[src/rtl/btb_ram.sv]
// ---------------------------------------------------------------------------
// btb_ram: generic single-clock ram
// one write port, one read port with registered read data
// ---------------------------------------------------------------------------
module btb_ram #(
  parameter int WIDTH = 8,
  parameter int DEPTH = 16
) (
  input  logic                     clk,
  input  logic                     we,
  input  logic [$clog2(DEPTH)-1:0] waddr,
  input  logic [WIDTH-1:0]         wdata,
  input  logic                     re,
  input  logic [$clog2(DEPTH)-1:0] raddr,
  output logic [WIDTH-1:0]         rdata
);

  logic [WIDTH-1:0] mem [DEPTH];

  always_ff @(posedge clk) begin
    if (we) begin
      mem[waddr] <= wdata;
    end
    if (re) begin
      rdata <= mem[raddr];
    end
  end

endmodule

[config.mk]
export PLATFORM = sky130hd
export DESIGN_NAME = btb_ram
export DESIGN_NICKNAME = d
export VERILOG_FILES = /design/src/rtl/btb_ram.sv
export SDC_FILE = /design/constraint.sdc
export NUM_CORES = 1
export LEC_CHECK = 0
export ABC_AREA = 0
export BUFFER_PORTS_ARGS = -buffer_cell sky130_fd_sc_hd__buf_2
export CORE_ASPECT_RATIO = 1.2
export CORE_MARGIN = 4
export CORE_UTILIZATION = 30
export CTS_CLUSTER_SIZE = 16
export DETAILED_ROUTE_END_ITERATION = 7
export PLACE_DENSITY = 0.49
export SLEW_MARGIN = 20
export SYNTH_ARGS = -nofsm -noshare
export SYNTH_HDL_FRONTEND = slang
export SYNTH_SLANG_ARGS = --single-unit
[constraint.sdc]
create_clock -name clk -period 5.9 [get_ports clk]
set_clock_uncertainty 0.15 [all_clocks]
set_input_delay 1.18 -clock clk [delete_from_list [all_inputs] [get_ports clk]]
set_output_delay 1.18 -clock clk [all_outputs]
set_load 0.005 [all_outputs]
==> metrics.txt <==
status=complete, no violations; H-tree depth=4; Die ar.=approximately 0.020 mm^2; sequential share of the synthesized area=0.781; RR Endpoint=rdata[1]; Leakage=approximately 2.0 nW; Synth area leaders=edfxtp_1, mux4_2, mux4_1; DRC=0; area delta synth->final=15.9%; Worst Hold End=rdata[3]; largest net degree at the start of global routing=33; NumNets Final=between 200 and 300; WHS Path Cells=3; final wirelength=about 11 mm; YS warnings=0; peak supply drop=0.165 mV; Fin. Hold Viols=0; worst r2r src=mem[2][1]; area leader, netlist=edfxtp_1; area share of the largest cell type after synthesis=0.781; I/O pin cnt=27; worst path required time=5.78 ns; Crit Path Max Fanout=8; CTS clk-pin slew, worst paths=~0.050 ns; Util after Layout=0.357; power density cells=roughly 340 mW/mm^2; register-to-register setup slack=4.27 ns; CTS Buf Count=17; Worst Reg-to-Reg Cells=3; Async SR Flop Fraction=0; Yosys reg bits=~140; # port buffers=26; Sum Neg Setup Slack=0 ns; worst setup margin=3.18 ns; Total GRT Usage=0.122; Top FF cell, synth=edfxtp_1; RePlAce Congestion=slightly below 0.7; synthesized cell area=0.00523 mm^2; Resize count post-CTS=0; Initial Util=0.308; number of fill cells in the layout=between 1500 and 2000; CTS max path bufs=2; worst skew pair latency=roughly 0.41 ns; syn nets=between 200 and 250; hold_buf cts=0; fin cells=494; routed vias=between 2000 and 2500; first-pass GRT wire length=~17 mm; Startpoint Class=primary input; HPWL after DPL=~6.8 mm; Slew Limit Fails=0; # rows=between 50 and 60; Die H=around 150 um; DP Worst Slack=2.66 ns; Worst Path Arrival=2.60 ns; initial antenna violation count=0; Tightest Pin Transition=about 1.1 ns; Antenna Nets Post-Route=0; # Max-Cap Violations=0; ANT cells=0; hold_sp=mem[14][3]; WS Path Type=in -> reg; layout cells sized above 1=0.255; total gr overflow=0; Initial DRC Count=150; DIE WIDTH=roughly 130 um; fmax=around 370 MHz; root buf cell=clkbuf_16; min Tclk post-route=2.72 ns; fin crit share=0.462; CTS Sinks=between 100 and 150; Hold WC Path Type=reg -> reg; vias in the first global route=approximately 2600; Netlist cell types=18; crit path capture type=register; CTS tree=built; setup violators final=0; Slew headroom=0.251; vias per cell=4.92; WL/cell=roughly 23 um; Synth Instances=229; placed insts=around 460; Post-synth EDFFs=about 140; RSZ-0062 raised after global routing=no; Syn Area/Cell=between 20 and 25 um^2; number of post-CTS setup repair buffers=0; core area=approximately 0.017 mm^2; DRT Pass-1 Iters=7
==> cell families after synthesis <==
family	share of synthesized area
mux	0.148
buf+inv	0.0165
compound gates	0.0230
simple gates	0.0314
flops	0.781
==> power by group <==
group	switching, mW	internal, mW	total (mW)
clock network	0.352	0.525	0.877
registers	0.00582	1.09	1.10
logic	0.0579	0.0379	0.0958
total	0.416	1.65	2.07
==> stage by stage <==
| step | power, mW | cell area (um^2) | hold slack [ns] |
|---|---|---|---|
| 2_1_floorplan | 1.17 | 5230 | 0.555 |
| 3_3_place_gp | 1.21 | 5570 | 0.583 |
| 3_5_place_dp | 1.21 | 5570 | 0.577 |
| 4_1_cts | 2.09 | 6060 | 0.590 |
| 5_1_grt | 2.14 | 6060 | 0.621 |
| 6_report | 2.07 | 6060 | 0.584 |
==> cells in the mapped netlist, types with 2 or more instances <==
cell / n
a22oi_1: 16
clkdlybuf4s25_2: 3
nand2_1: 9
nor2_1: 13
mux4_1: 14
nor3_1: 4
buf_6: 3
buf_2: 3
mux4_2: 18
edfxtp_1: 136
nand3b_1: 2
nand2b_1: 2
==> worst max-delay path, stage by stage <==
cell	delay, ns
buf_2	0.12
or3b_2	0.53
nor2_1	0.77
==> per-layer routing <==
layer | vias to the layer above | share of wire | GRT usage
met5 | - | 0 | 0
li1 | 1053 | - | -
met1 | 1285 | 0.46 | 0.168
met2 | 82 | 0.47 | 0.181
met4 | 0 | 0.011 | 0.0410
met3 | 10 | 0.059 | 0.0414
==> worst max-delay path by stage <==
stage / end / slack (ns) / start
after floorplan: mem[0][0] / 3.08 / waddr[2]
after global placement: rdata[0] / 2.32 / raddr[0]
after detailed placement: mem[3][3] / 2.66 / waddr[2]
after CTS: mem[3][3] / 3.10 / waddr[2]
after global routing: mem[3][3] / 3.06 / waddr[2]
final: mem[3][3] / 3.18 / waddr[2]
==> state kept, by name, indices dropped and copies added (netlist names) <==
signal / cells
mem: 128
rdata: 8
==> cell type report <==
class	count	area [um^2]	share of cell area
Multi-Input combinational cell	83	1070	0.177
Clock inverter	7	30.0	0.00496
Tap cell	216	270	0.0446
Sequential cell	136	4080	0.674
Timing Repair Buffer	28	148	0.0244
Clock buffer	24	452	0.0746
==> placed cells by master, fill, tap and decap left out <==
cell / Yosys / final
or3b_2: 1 / 1
clkinv_2: 0 / 3
buf_4: 1 / 3
a22oi_1: 16 / 16
edfxtp_1: 136 / 136
clkbuf_1: 0 / 7
nor3_2: 0 / 3
clkinv_1: 0 / 4
nand2_1: 9 / 9
nand3b_1: 2 / 2
nor3_1: 4 / 1
clkbuf_16: 0 / 17
and2b_1: 1 / 1
buf_2: 3 / 25
mux4_2: 18 / 18
nand3_1: 1 / 1
nor2_2: 0 / 1
mux4_1: 14 / 14
and2_1: 1 / 1
nor2b_1: 1 / 1
nor2_1: 13 / 12
nand2b_1: 2 / 2
Power figures use the tool's default switching activity.
