$ cat config.mk
export PLATFORM = sky130hd
export DESIGN_NAME = btb_slot
export DESIGN_NICKNAME = d
export VERILOG_FILES = /design/src/rtl/btb_pkg.sv /design/src/rtl/btb_slot.sv
export SDC_FILE = /design/constraint.sdc
export NUM_CORES = 1
export LEC_CHECK = 0
export ABC_AREA = 1
export BUFFER_PORTS_ARGS = -buffer_cell sky130_fd_sc_hd__buf_2
export CORE_AREA = 2 2 39 41
export CTS_CLUSTER_SIZE = 24
export DETAILED_ROUTE_END_ITERATION = 10
export DIE_AREA = 0 0 41 43
export PLACE_DENSITY = 0.63
export RECOVER_POWER = 50
export SETUP_SLACK_MARGIN = 0.15
export SKIP_LAST_GASP = 1
export SLEW_MARGIN = 20
export SYNTH_ARGS = -nofsm -noshare
export SYNTH_HDL_FRONTEND = slang
export SYNTH_SLANG_ARGS = --single-unit
$ cat constraint.sdc
create_clock -name clk -period 1.13 [get_ports clk]
set_clock_uncertainty 0.15 [all_clocks]
set_input_delay 0.1695 -clock clk [delete_from_list [all_inputs] [get_ports clk]]
set_output_delay 0.1695 -clock clk [all_outputs]
set_load 0.005 [all_outputs]
$ cat src/rtl/btb_pkg.sv
// ---------------------------------------------------------------------------
// btb_pkg: shared types and constants of the branch target buffer
// entry layout, command codes, counter codes and lookup result struct
// ---------------------------------------------------------------------------
package btb_pkg;

  localparam int ADDR_W = 32;
  localparam int WORD_W = ADDR_W - 2;

  typedef enum logic {
    CMD_PREDICT = 1'b0,
    CMD_UPDATE  = 1'b1
  } cmd_t;

  // 2-bit counter codes
  localparam logic [1:0] CTR_STRONG_NT = 2'd0;
  localparam logic [1:0] CTR_WEAK_NT   = 2'd1;
  localparam logic [1:0] CTR_WEAK_T    = 2'd2;
  localparam logic [1:0] CTR_STRONG_T  = 2'd3;

  localparam logic [ADDR_W-1:0] INST_BYTES = ADDR_W'(4);

  typedef struct packed {
    logic              valid;
    logic [ADDR_W-1:0] tag;
    logic [ADDR_W-1:0] target;
    logic [1:0]        counter;
  } entry_t;

  localparam int ENTRY_W = $bits(entry_t);

  typedef struct packed {
    logic              predict_taken;
    logic [ADDR_W-1:0] next_addr;
    entry_t            wr_entry;
  } eval_t;

endpackage

$ cat src/rtl/btb_slot.sv
// ---------------------------------------------------------------------------
// btb_slot: table index from a word address
// word modulo ENTRIES by reciprocal multiply, product registered
// ---------------------------------------------------------------------------
module btb_slot #(
  parameter int ENTRIES = 1024
) (
  input  logic                       clk,
  input  logic                       load,
  input  logic [btb_pkg::WORD_W-1:0] word,
  output logic [$clog2(ENTRIES)-1:0] slot
);
  import btb_pkg::*;

  localparam int IDX_W   = $clog2(ENTRIES);
  localparam int SH      = WORD_W + IDX_W;
  localparam int RECIP_W = WORD_W + 2;
  localparam int PROD_W  = WORD_W + RECIP_W;
  localparam int Q_W     = PROD_W - SH;
  localparam logic [63:0] RECIP_64 = ((64'd1 << SH) + 64'(ENTRIES) - 64'd1) / 64'(ENTRIES);
  localparam logic [RECIP_W-1:0] RECIP = RECIP_64[RECIP_W-1:0];
  localparam logic [IDX_W:0]     ENT_K = (IDX_W + 1)'(ENTRIES);

  logic [PROD_W-1:0]    prod;
  logic [WORD_W-1:0]    word_q;
  logic [Q_W-1:0]       quot;
  logic [Q_W+IDX_W:0]   quot_ent;

  always_ff @(posedge clk) begin
    if (load) begin
      prod   <= PROD_W'(word) * PROD_W'(RECIP);
      word_q <= word;
    end
  end

  // quotient is exact, so the remainder fits the low index bits
  assign quot     = prod[PROD_W-1:SH];
  assign quot_ent = (Q_W + IDX_W + 1)'(quot) * (Q_W + IDX_W + 1)'(ENT_K);
  assign slot     = word_q[IDX_W-1:0] - quot_ent[IDX_W-1:0];

endmodule

==> results.tsv <==
metric	value	unit
status	finished clean	
num_vias	221	
ir_drop	0.000439	V
path_depth	1	
clk_pin_slew	0.05	ns
netlist_area	300	um2
synth_cells	10	
cts_tree	built	
finalSetupTns	0	ns
cts_buffer_depth	2	
cts_sinks	10	
grt.met3_usage	0.0157	
slew_viol_final	0	
use_met1	0.0719	
worst_pin_slew	0.484	ns
power.density	1360	mW/mm2
cp_num_buf_inv	1	
grt.met2_usage	0.125	
grt_setup_unrepaired	yes	
yosysTopAreaCell	edfxtp_1	
arrival	0.74	ns
wl_per_cell	9.15	um
grt_pass1_vias	204	
finalWeightedCongestion	0.563	
fin_cells	60	
cpPeakStageDelay	0.36	ns
grt_max_degree	11	
mostFrequentLayoutCell	buf_2	
hold_slack	0.228	ns
drive_gt1_frac	0.523	
endpoint	slot[0]	
placed_cells	47	
mostFrequentLayoutCells	buf_2, edfxtp_1, dlygate4sd3_1, clkbuf_4	
ios	42	
setup.worst_path.start	word_q[0]	
clockRootBuffer	clkbuf_4	
largest_register	word_q	
grt-busiest-layer	met2	
grt_antenna_before_repair	0	
final_antenna_net_count	0	
dr.pass1.iters	2	
totalPowerFinal	0.000741	W
period_share	0.938	
p_int	0.000615	W
grt_pass1_wl	814	um
slowest_stage	edfxtp_1	
final-setup-viol-count	0	
slew_headroom	0.677	
cap_violations	0	
crit_fanout	1	
finalHoldViolCount	0	
p_sw	0.000126	W
cts_buffers	3	
crit_path_start_kind	flip-flop	
biggestRegsByFlops	word_q x10	
synth_top_area_frac	1.00	
ys_seq_area_frac	1.00	
path_cells	buf_2	
die_area	0.00176	mm2
power_frac_comb	0.109	
track_usage	0.0778	
hp-start	word[9]	
largest_reg_flops	10	
end_kind	output pin	
yosysWarnings	0	
antenna_cells	0	
period_minus_slack	1.06	ns
htreeDepth	1	
switching_share	0.170	
drc	0	
dr.first_iter.drc_count	2	
seqPwrFrac	0.602	
die_h	43	um
synth_seq_cells	10	
avgSynthCellArea	30.0	um2
path_class	reg -> out	
required	0.81	ns
max_clock_freq	0.943	GHz
die_x	41	um
io_buffers	21	
hp-class	in -> reg	
clock_power_share	0.289	
routed_wl	549	um
syn-num-nets	42	
overflow	0	
multi_input_cells	0	
area_delta_synth_final	82.1	%
synthDistinctLibCells	1	
initial_core_util	0.217	
multi_input_comb_area	0	um2
leakage	0.233	nW
crit_family	flip-flops	
final_nets	78	
synth.top_cells.by_area	edfxtp_1	
core_area	0.00138	mm2
row_count	14	
vias_per_cell	3.68	
==> cell usage after synthesis <==
| cell | instances |
|---|---|
| edfxtp_1 | 10 |
==> worst min-delay path by stage <==
stage / end / slack (ns) / cells past startpoint
CTS: word_q[5] / 0.12 / 1
floorplan: word_q[0] / 0.12 / 0
detailed placement: word_q[9] / 0.20 / 1
global placement: word_q[6] / 0.20 / 1
global route: word_q[9] / 0.23 / 2
finish: word_q[9] / 0.23 / 2
==> power by group through the flow <==
stage	Combinational [W]	Sequential, W	Clock, W
2_1_floorplan	0	0.000461	0
3_3_place_gp	0.0000537	0.000453	0
3_5_place_dp	0.0000544	0.000454	0
4_1_cts	0.0000817	0.000446	0.000231
5_1_grt	0.0000906	0.000450	0.000240
6_report	0.0000807	0.000447	0.000214
==> logic make-up after synthesis <==
family	Yosys count	share of synthesized area
DFF	10	1.00
==> area by class of cell <==
type | count | area, um2
Clock buffer | 3 | 22.5
Fill cell | 127 | 837
Sequential cell | 10 | 300
Tap cell | 16 | 20.0
Timing Repair Buffer | 31 | 204
==> repair_timing <==
action / 4_1_cts / 5_1_grt
setup buffers: 0 / 0
setup endpoints to repair: 10 / 11
gates cloned: 0 / 0
hold buffers: 10 / 0
pin swaps: 0 / 0
endpoints found under the hold margin: 10 / 0
resized for setup: 0 / 1
==> through the flow <==
stage               setup slack (ns)  utilization  area (um2)
floorplan                      0.455            -         300
global placement               0.286        0.307         425
detailed placement             0.279        0.307         425
CTS                           0.0491        0.396         548
global route                  0.0259        0.395         547
finish                        0.0696        0.395         547
==> per-layer routing <==
layer,vias up,wire length (um)
met3,2,44
met5,-,0
met2,10,304
met1,99,184
met4,0,16
li1,110,-
No activity file was read; power rests on OpenSTA's default activity.
