--- src/rtl/btb_pkg.sv ---
// ---------------------------------------------------------------------------
// btb_pkg: shared types and constants of the branch target buffer
// entry layout, command codes, counter codes and lookup result struct
// ---------------------------------------------------------------------------
package btb_pkg;

  localparam int ADDR_W = 32;
  localparam int WORD_W = ADDR_W - 2;

  typedef enum logic {
    CMD_PREDICT = 1'b0,
    CMD_UPDATE  = 1'b1
  } cmd_t;

  // 2-bit counter codes
  localparam logic [1:0] CTR_STRONG_NT = 2'd0;
  localparam logic [1:0] CTR_WEAK_NT   = 2'd1;
  localparam logic [1:0] CTR_WEAK_T    = 2'd2;
  localparam logic [1:0] CTR_STRONG_T  = 2'd3;

  localparam logic [ADDR_W-1:0] INST_BYTES = ADDR_W'(4);

  typedef struct packed {
    logic              valid;
    logic [ADDR_W-1:0] tag;
    logic [ADDR_W-1:0] target;
    logic [1:0]        counter;
  } entry_t;

  localparam int ENTRY_W = $bits(entry_t);

  typedef struct packed {
    logic              predict_taken;
    logic [ADDR_W-1:0] next_addr;
    entry_t            wr_entry;
  } eval_t;

endpackage

--- src/rtl/btb_eval.sv ---
// ---------------------------------------------------------------------------
// btb_eval: hit check, prediction and counter training
// works on the entry read back from the table
// ---------------------------------------------------------------------------
module btb_eval (
  input  btb_pkg::entry_t            rd_entry,
  input  logic [btb_pkg::ADDR_W-1:0] inst_addr,
  input  logic                       was_taken,
  input  logic [btb_pkg::ADDR_W-1:0] actual_target,
  output btb_pkg::eval_t             result
);
  import btb_pkg::*;

  logic       hit;
  logic [1:0] ctr_next;

  assign hit = rd_entry.valid && (rd_entry.tag == inst_addr);

  always_comb begin
    if (!hit) begin
      ctr_next = was_taken ? CTR_WEAK_NT : CTR_STRONG_NT;
    end else if (was_taken) begin
      ctr_next = (rd_entry.counter == CTR_STRONG_NT) ? CTR_WEAK_NT : CTR_STRONG_T;
    end else begin
      ctr_next = (rd_entry.counter == CTR_STRONG_T) ? CTR_WEAK_T : CTR_STRONG_NT;
    end
  end

  always_comb begin
    result.predict_taken    = hit && (rd_entry.counter >= CTR_WEAK_T);
    result.next_addr        = result.predict_taken ? rd_entry.target
                                                   : inst_addr + INST_BYTES;
    result.wr_entry.valid   = 1'b1;
    result.wr_entry.tag     = inst_addr;
    result.wr_entry.target  = actual_target;
    result.wr_entry.counter = ctr_next;
  end

endmodule

--- config.mk ---
export PLATFORM = sky130hd
export DESIGN_NAME = btb_eval
export DESIGN_NICKNAME = d
export VERILOG_FILES = /design/src/rtl/btb_pkg.sv /design/src/rtl/btb_eval.sv
export SDC_FILE = /design/constraint.sdc
export NUM_CORES = 1
export LEC_CHECK = 0
export BUFFER_PORTS_ARGS = -buffer_cell sky130_fd_sc_hd__clkbuf_2
export CORE_AREA = 2 2 89 91
export DETAILED_ROUTE_END_ITERATION = 8
export DIE_AREA = 0 0 91 93
export PLACE_DENSITY_LB_ADDON = 0.15
export SLEW_MARGIN = 20
export SYNTH_ARGS = -nofsm -noshare
export SYNTH_HDL_FRONTEND = slang
export SYNTH_SLANG_ARGS = --single-unit
--- constraint.sdc ---
create_clock -name vclk -period 2.4
set_clock_uncertainty 0.15 [all_clocks]
set_input_delay 0.36 -clock vclk [all_inputs]
set_output_delay 0.36 -clock vclk [all_outputs]
set_load 0.01 [all_outputs]
==> metrics.log <==
[metrics] run status: complete, but fails checks
[metrics] failing checks: setup timing
[metrics] class of the most critical hold timing path: in -> out
[metrics] initial core utilization: approximately 28%
[metrics] cell mode on critical path: sky130_fd_sc_hd__clkbuf_2
[metrics] global placement routability congestion: 0.736
[metrics] via count of the routed design: around 2300
[metrics] die footprint: 8460 sq um
[metrics] count of endpoints failing setup in the final report: 26
[metrics] WP depth: 8
[metrics] max-slew violation count: 0
[metrics] Post-CTS Setup Bufs: 0
[metrics] Arr. time, crit path: 1.91 ns
[metrics] top achievable clock speed: a little over 400 MHz
[metrics] register cell area after layout: 0 sq um
[metrics] core outline area: 7530 sq um
[metrics] drt total wl: roughly 7300 um
[metrics] number of nets with antenna violations after detailed routing: 0
[metrics] Overall Global Routing Usage: 16.0%
[metrics] Mapped Nets: 390
[metrics] cell area after synthesis: 2120 sq um
[metrics] number of antenna violations at the first check in global routing: 0
[metrics] Clock buffer cells: 0
[metrics] Hold Path End: result[16]
[metrics] Hold Vio Cnt, Final: 0
[metrics] layout cells sized above 1: 69.1%
[metrics] hold path depth: 0
[metrics] cell count after synthesis: roughly 260
[metrics] global route overflow: 0
[metrics] largest net degree at the start of global routing: 20
[metrics] via-per-instance ratio: between 4 and 5
[metrics] type of the worst setup path: in -> out
[metrics] worst-path maximum fanout: 19
[metrics] via count of the first global-routing pass: between 2000 and 2500
[metrics] number of max-capacitance violations reported: 0
[metrics] Tcrit/Tclk final: 101%
[metrics] CP max stage delay: approximately 0.3 ns
[metrics] nets@finish: between 500 and 600
[metrics] final HPWL from detailed placement: between 6000 and 7000 um
[metrics] Data required, critical path: 1.89 ns
[metrics] sequential area share after synthesis: 0%
[metrics] Ys Warns: 0
[metrics] number of distinct library cells after synthesis: 35
[metrics] clock period minus worst slack: about 2.4 ns
[metrics] launching element type of the critical path: input port
[metrics] type of element capturing the critical path: primary output
[metrics] number of rows in the core area: 32
[metrics] Design Area, Final: approximately 3200 sq um
[metrics] PwrDens: approximately 160 nW/um^2
[metrics] Top delay family on crit path: simple AND/OR/NAND/NOR gates
[metrics] setup slack at placement: -0.135 ns
[metrics] final antenna diode count: 0
[metrics] top-level port count: ~230
[metrics] average cell area after synthesis: between 8 and 9 sq um
[metrics] placement-stage cell area: around 3000 sq um
[metrics] First-pass DRT Iterations: 4
[metrics] die span in y: a little over 90 um
[metrics] DR iter-0 viols: 63
[metrics] maximum vdd drop: approximately 77 uV
[metrics] width of the die: about 91 um
[metrics] Filler Cells Inserted: ~830
[metrics] number of buffers inserted by port buffering: ~170
[metrics] number of sequential cells in the layout: 0
[metrics] drt wl/cell: about 14 um
[metrics] Cell Chain, Critical Path: clkbuf_2 > xnor2_1 > nand2_1 > nor4_4 > nand4_4 > buf_12 > mux2_4 > clkbuf_2
[metrics] crit path setup slack, layout: -0.0228 ns
[metrics] post-detailed-route DRC marker count: 0
[metrics] cell with the largest stage delay on the worst path: sky130_fd_sc_hd__mux2_4
[metrics] leakage component of the power: roughly 1.7 nW
[metrics] wire length of the first global-routing pass: 11200 um
[metrics] hold wc startpoint: actual_target[14]
[metrics] setup repair after global routing missed its margin: yes
[metrics] synthesis-to-layout area growth: 52.6%
[metrics] share of the core filled with cells: a little over two fifths
[metrics] Crit path buffers/inverters: 3
-- placed cells by master (no fill, tap or decap), types with 5 or more instances in the layout --
master                     count
sky130_fd_sc_hd__clkbuf_8      5
sky130_fd_sc_hd__nor2_1        8
sky130_fd_sc_hd__xnor2_2      12
sky130_fd_sc_hd__nand2b_1      8
sky130_fd_sc_hd__clkbuf_2    160
sky130_fd_sc_hd__buf_4        51
sky130_fd_sc_hd__nand2_1      12
sky130_fd_sc_hd__xnor2_1      38
sky130_fd_sc_hd__nand3_1      12
sky130_fd_sc_hd__inv_1         5
sky130_fd_sc_hd__nand4_1      20
sky130_fd_sc_hd__mux2_4       29
-- Yosys cell counts, types with 2 or more instances --
library cell / n / share of area, %
sky130_fd_sc_hd__buf_4: 67 / 24
sky130_fd_sc_hd__xnor2_1: 48 / 20
sky130_fd_sc_hd__mux2_4: 28 / 20
sky130_fd_sc_hd__nand4_1: 20 / 5.9
sky130_fd_sc_hd__nand3_1: 14 / 3.3
sky130_fd_sc_hd__nand2_1: 13 / 2.3
sky130_fd_sc_hd__nand2b_1: 8 / 2.4
sky130_fd_sc_hd__nor2_1: 8 / 1.4
sky130_fd_sc_hd__inv_1: 5 / 0.88
sky130_fd_sc_hd__nor3_1: 5 / 1.2
sky130_fd_sc_hd__xor2_1: 4 / 1.6
sky130_fd_sc_hd__buf_6: 3 / 1.6
sky130_fd_sc_hd__xnor2_2: 3 / 2.3
sky130_fd_sc_hd__and2_1: 2 / 0.59
sky130_fd_sc_hd__and3_1: 2 / 0.59
sky130_fd_sc_hd__and4_1: 2 / 0.83
sky130_fd_sc_hd__mux2i_1: 2 / 0.94
sky130_fd_sc_hd__nand4_2: 2 / 1.2
sky130_fd_sc_hd__nor4_1: 2 / 0.59
sky130_fd_sc_hd__nor4_4: 2 / 2.0
sky130_fd_sc_hd__o2111ai_1: 2 / 0.83
sky130_fd_sc_hd__or2b_1: 2 / 0.71
-- final cells by class --
| cell class | instances | area, sq um | area share, % |
|---|---|---|---|
| tap | 102 | 128 | 3.94 |
| timing repair buffer | 225 | 1380 | 42.6 |
| inverter | 6 | 22.5 | 0.695 |
| multi-input combinational | 180 | 1710 | 52.7 |
-- metrics by stage --
stage,total power (W),TNS (ns),hold slack [ns],instances
final,0.000521,-0.304,0.570,513
after global routing,0.000566,-2.80,0.570,513
after CTS,0.000509,-0.912,0.570,513
after detailed placement,0.000486,-3.71,0.570,512
after global placement,0.000484,-4.36,0.570,512
after floorplan,0.000291,0,0.659,257
-- metal layers --
layer	share of wire (%)	global-route usage [%]	routed length [um]	up-vias
li1	-	-	-	1134
met2	51	30.7	3680	118
met3	7.2	1.69	524	14
met5	0	0	0	-
met1	42	19.9	3030	1005
met4	0.73	1.26	53	0
-- power breakdown --
| part | switching [W] | leakage, nW | internal [W] |
|---|---|---|---|
| registers | 0 | 0 | 0 |
| logic | 0.000233 | 1.73 | 0.000287 |
| clock network | 0 | 0 | 0 |
| total | 0.000233 | 1.73 | 0.000287 |
-- cells by family after synthesis --
group / Yosys count / synth area share [%]
AOI/OAI and AO/OA: 3 / 1.06
xor gates and xnor gates: 55 / 23.7
adders and majority gates: 1 / 0.589
buffers and inverters: 77 / 26.5
muxes: 32 / 21.8
other: 1 / 0.177
and+or+nand+nor: 88 / 26.1
-- worst max-delay path by stage --
| stage | end | startpoint | slack, ns |
|---|---|---|---|
| final | result[80] | inst_addr[14] | -0.02 |
| after global routing | result[98] | inst_addr[5] | -0.11 |
| after CTS | result[80] | rd_entry[55] | -0.04 |
| after detailed placement | result[97] | inst_addr[13] | -0.14 |
| after global placement | result[87] | rd_entry[58] | -0.15 |
| after floorplan | result[93] | inst_addr[2] | 0.26 |
-- what timing repair did --
action / CTS / global route
pin swaps: 5 / 2
setup endpoints to repair: 31 / 33
hold endpoints to repair: 0 / 0
gates resized for setup: 20 / 15
hold buffers: 0 / 0
gates cloned: 1 / 0
Power figures use the tool's default switching activity.
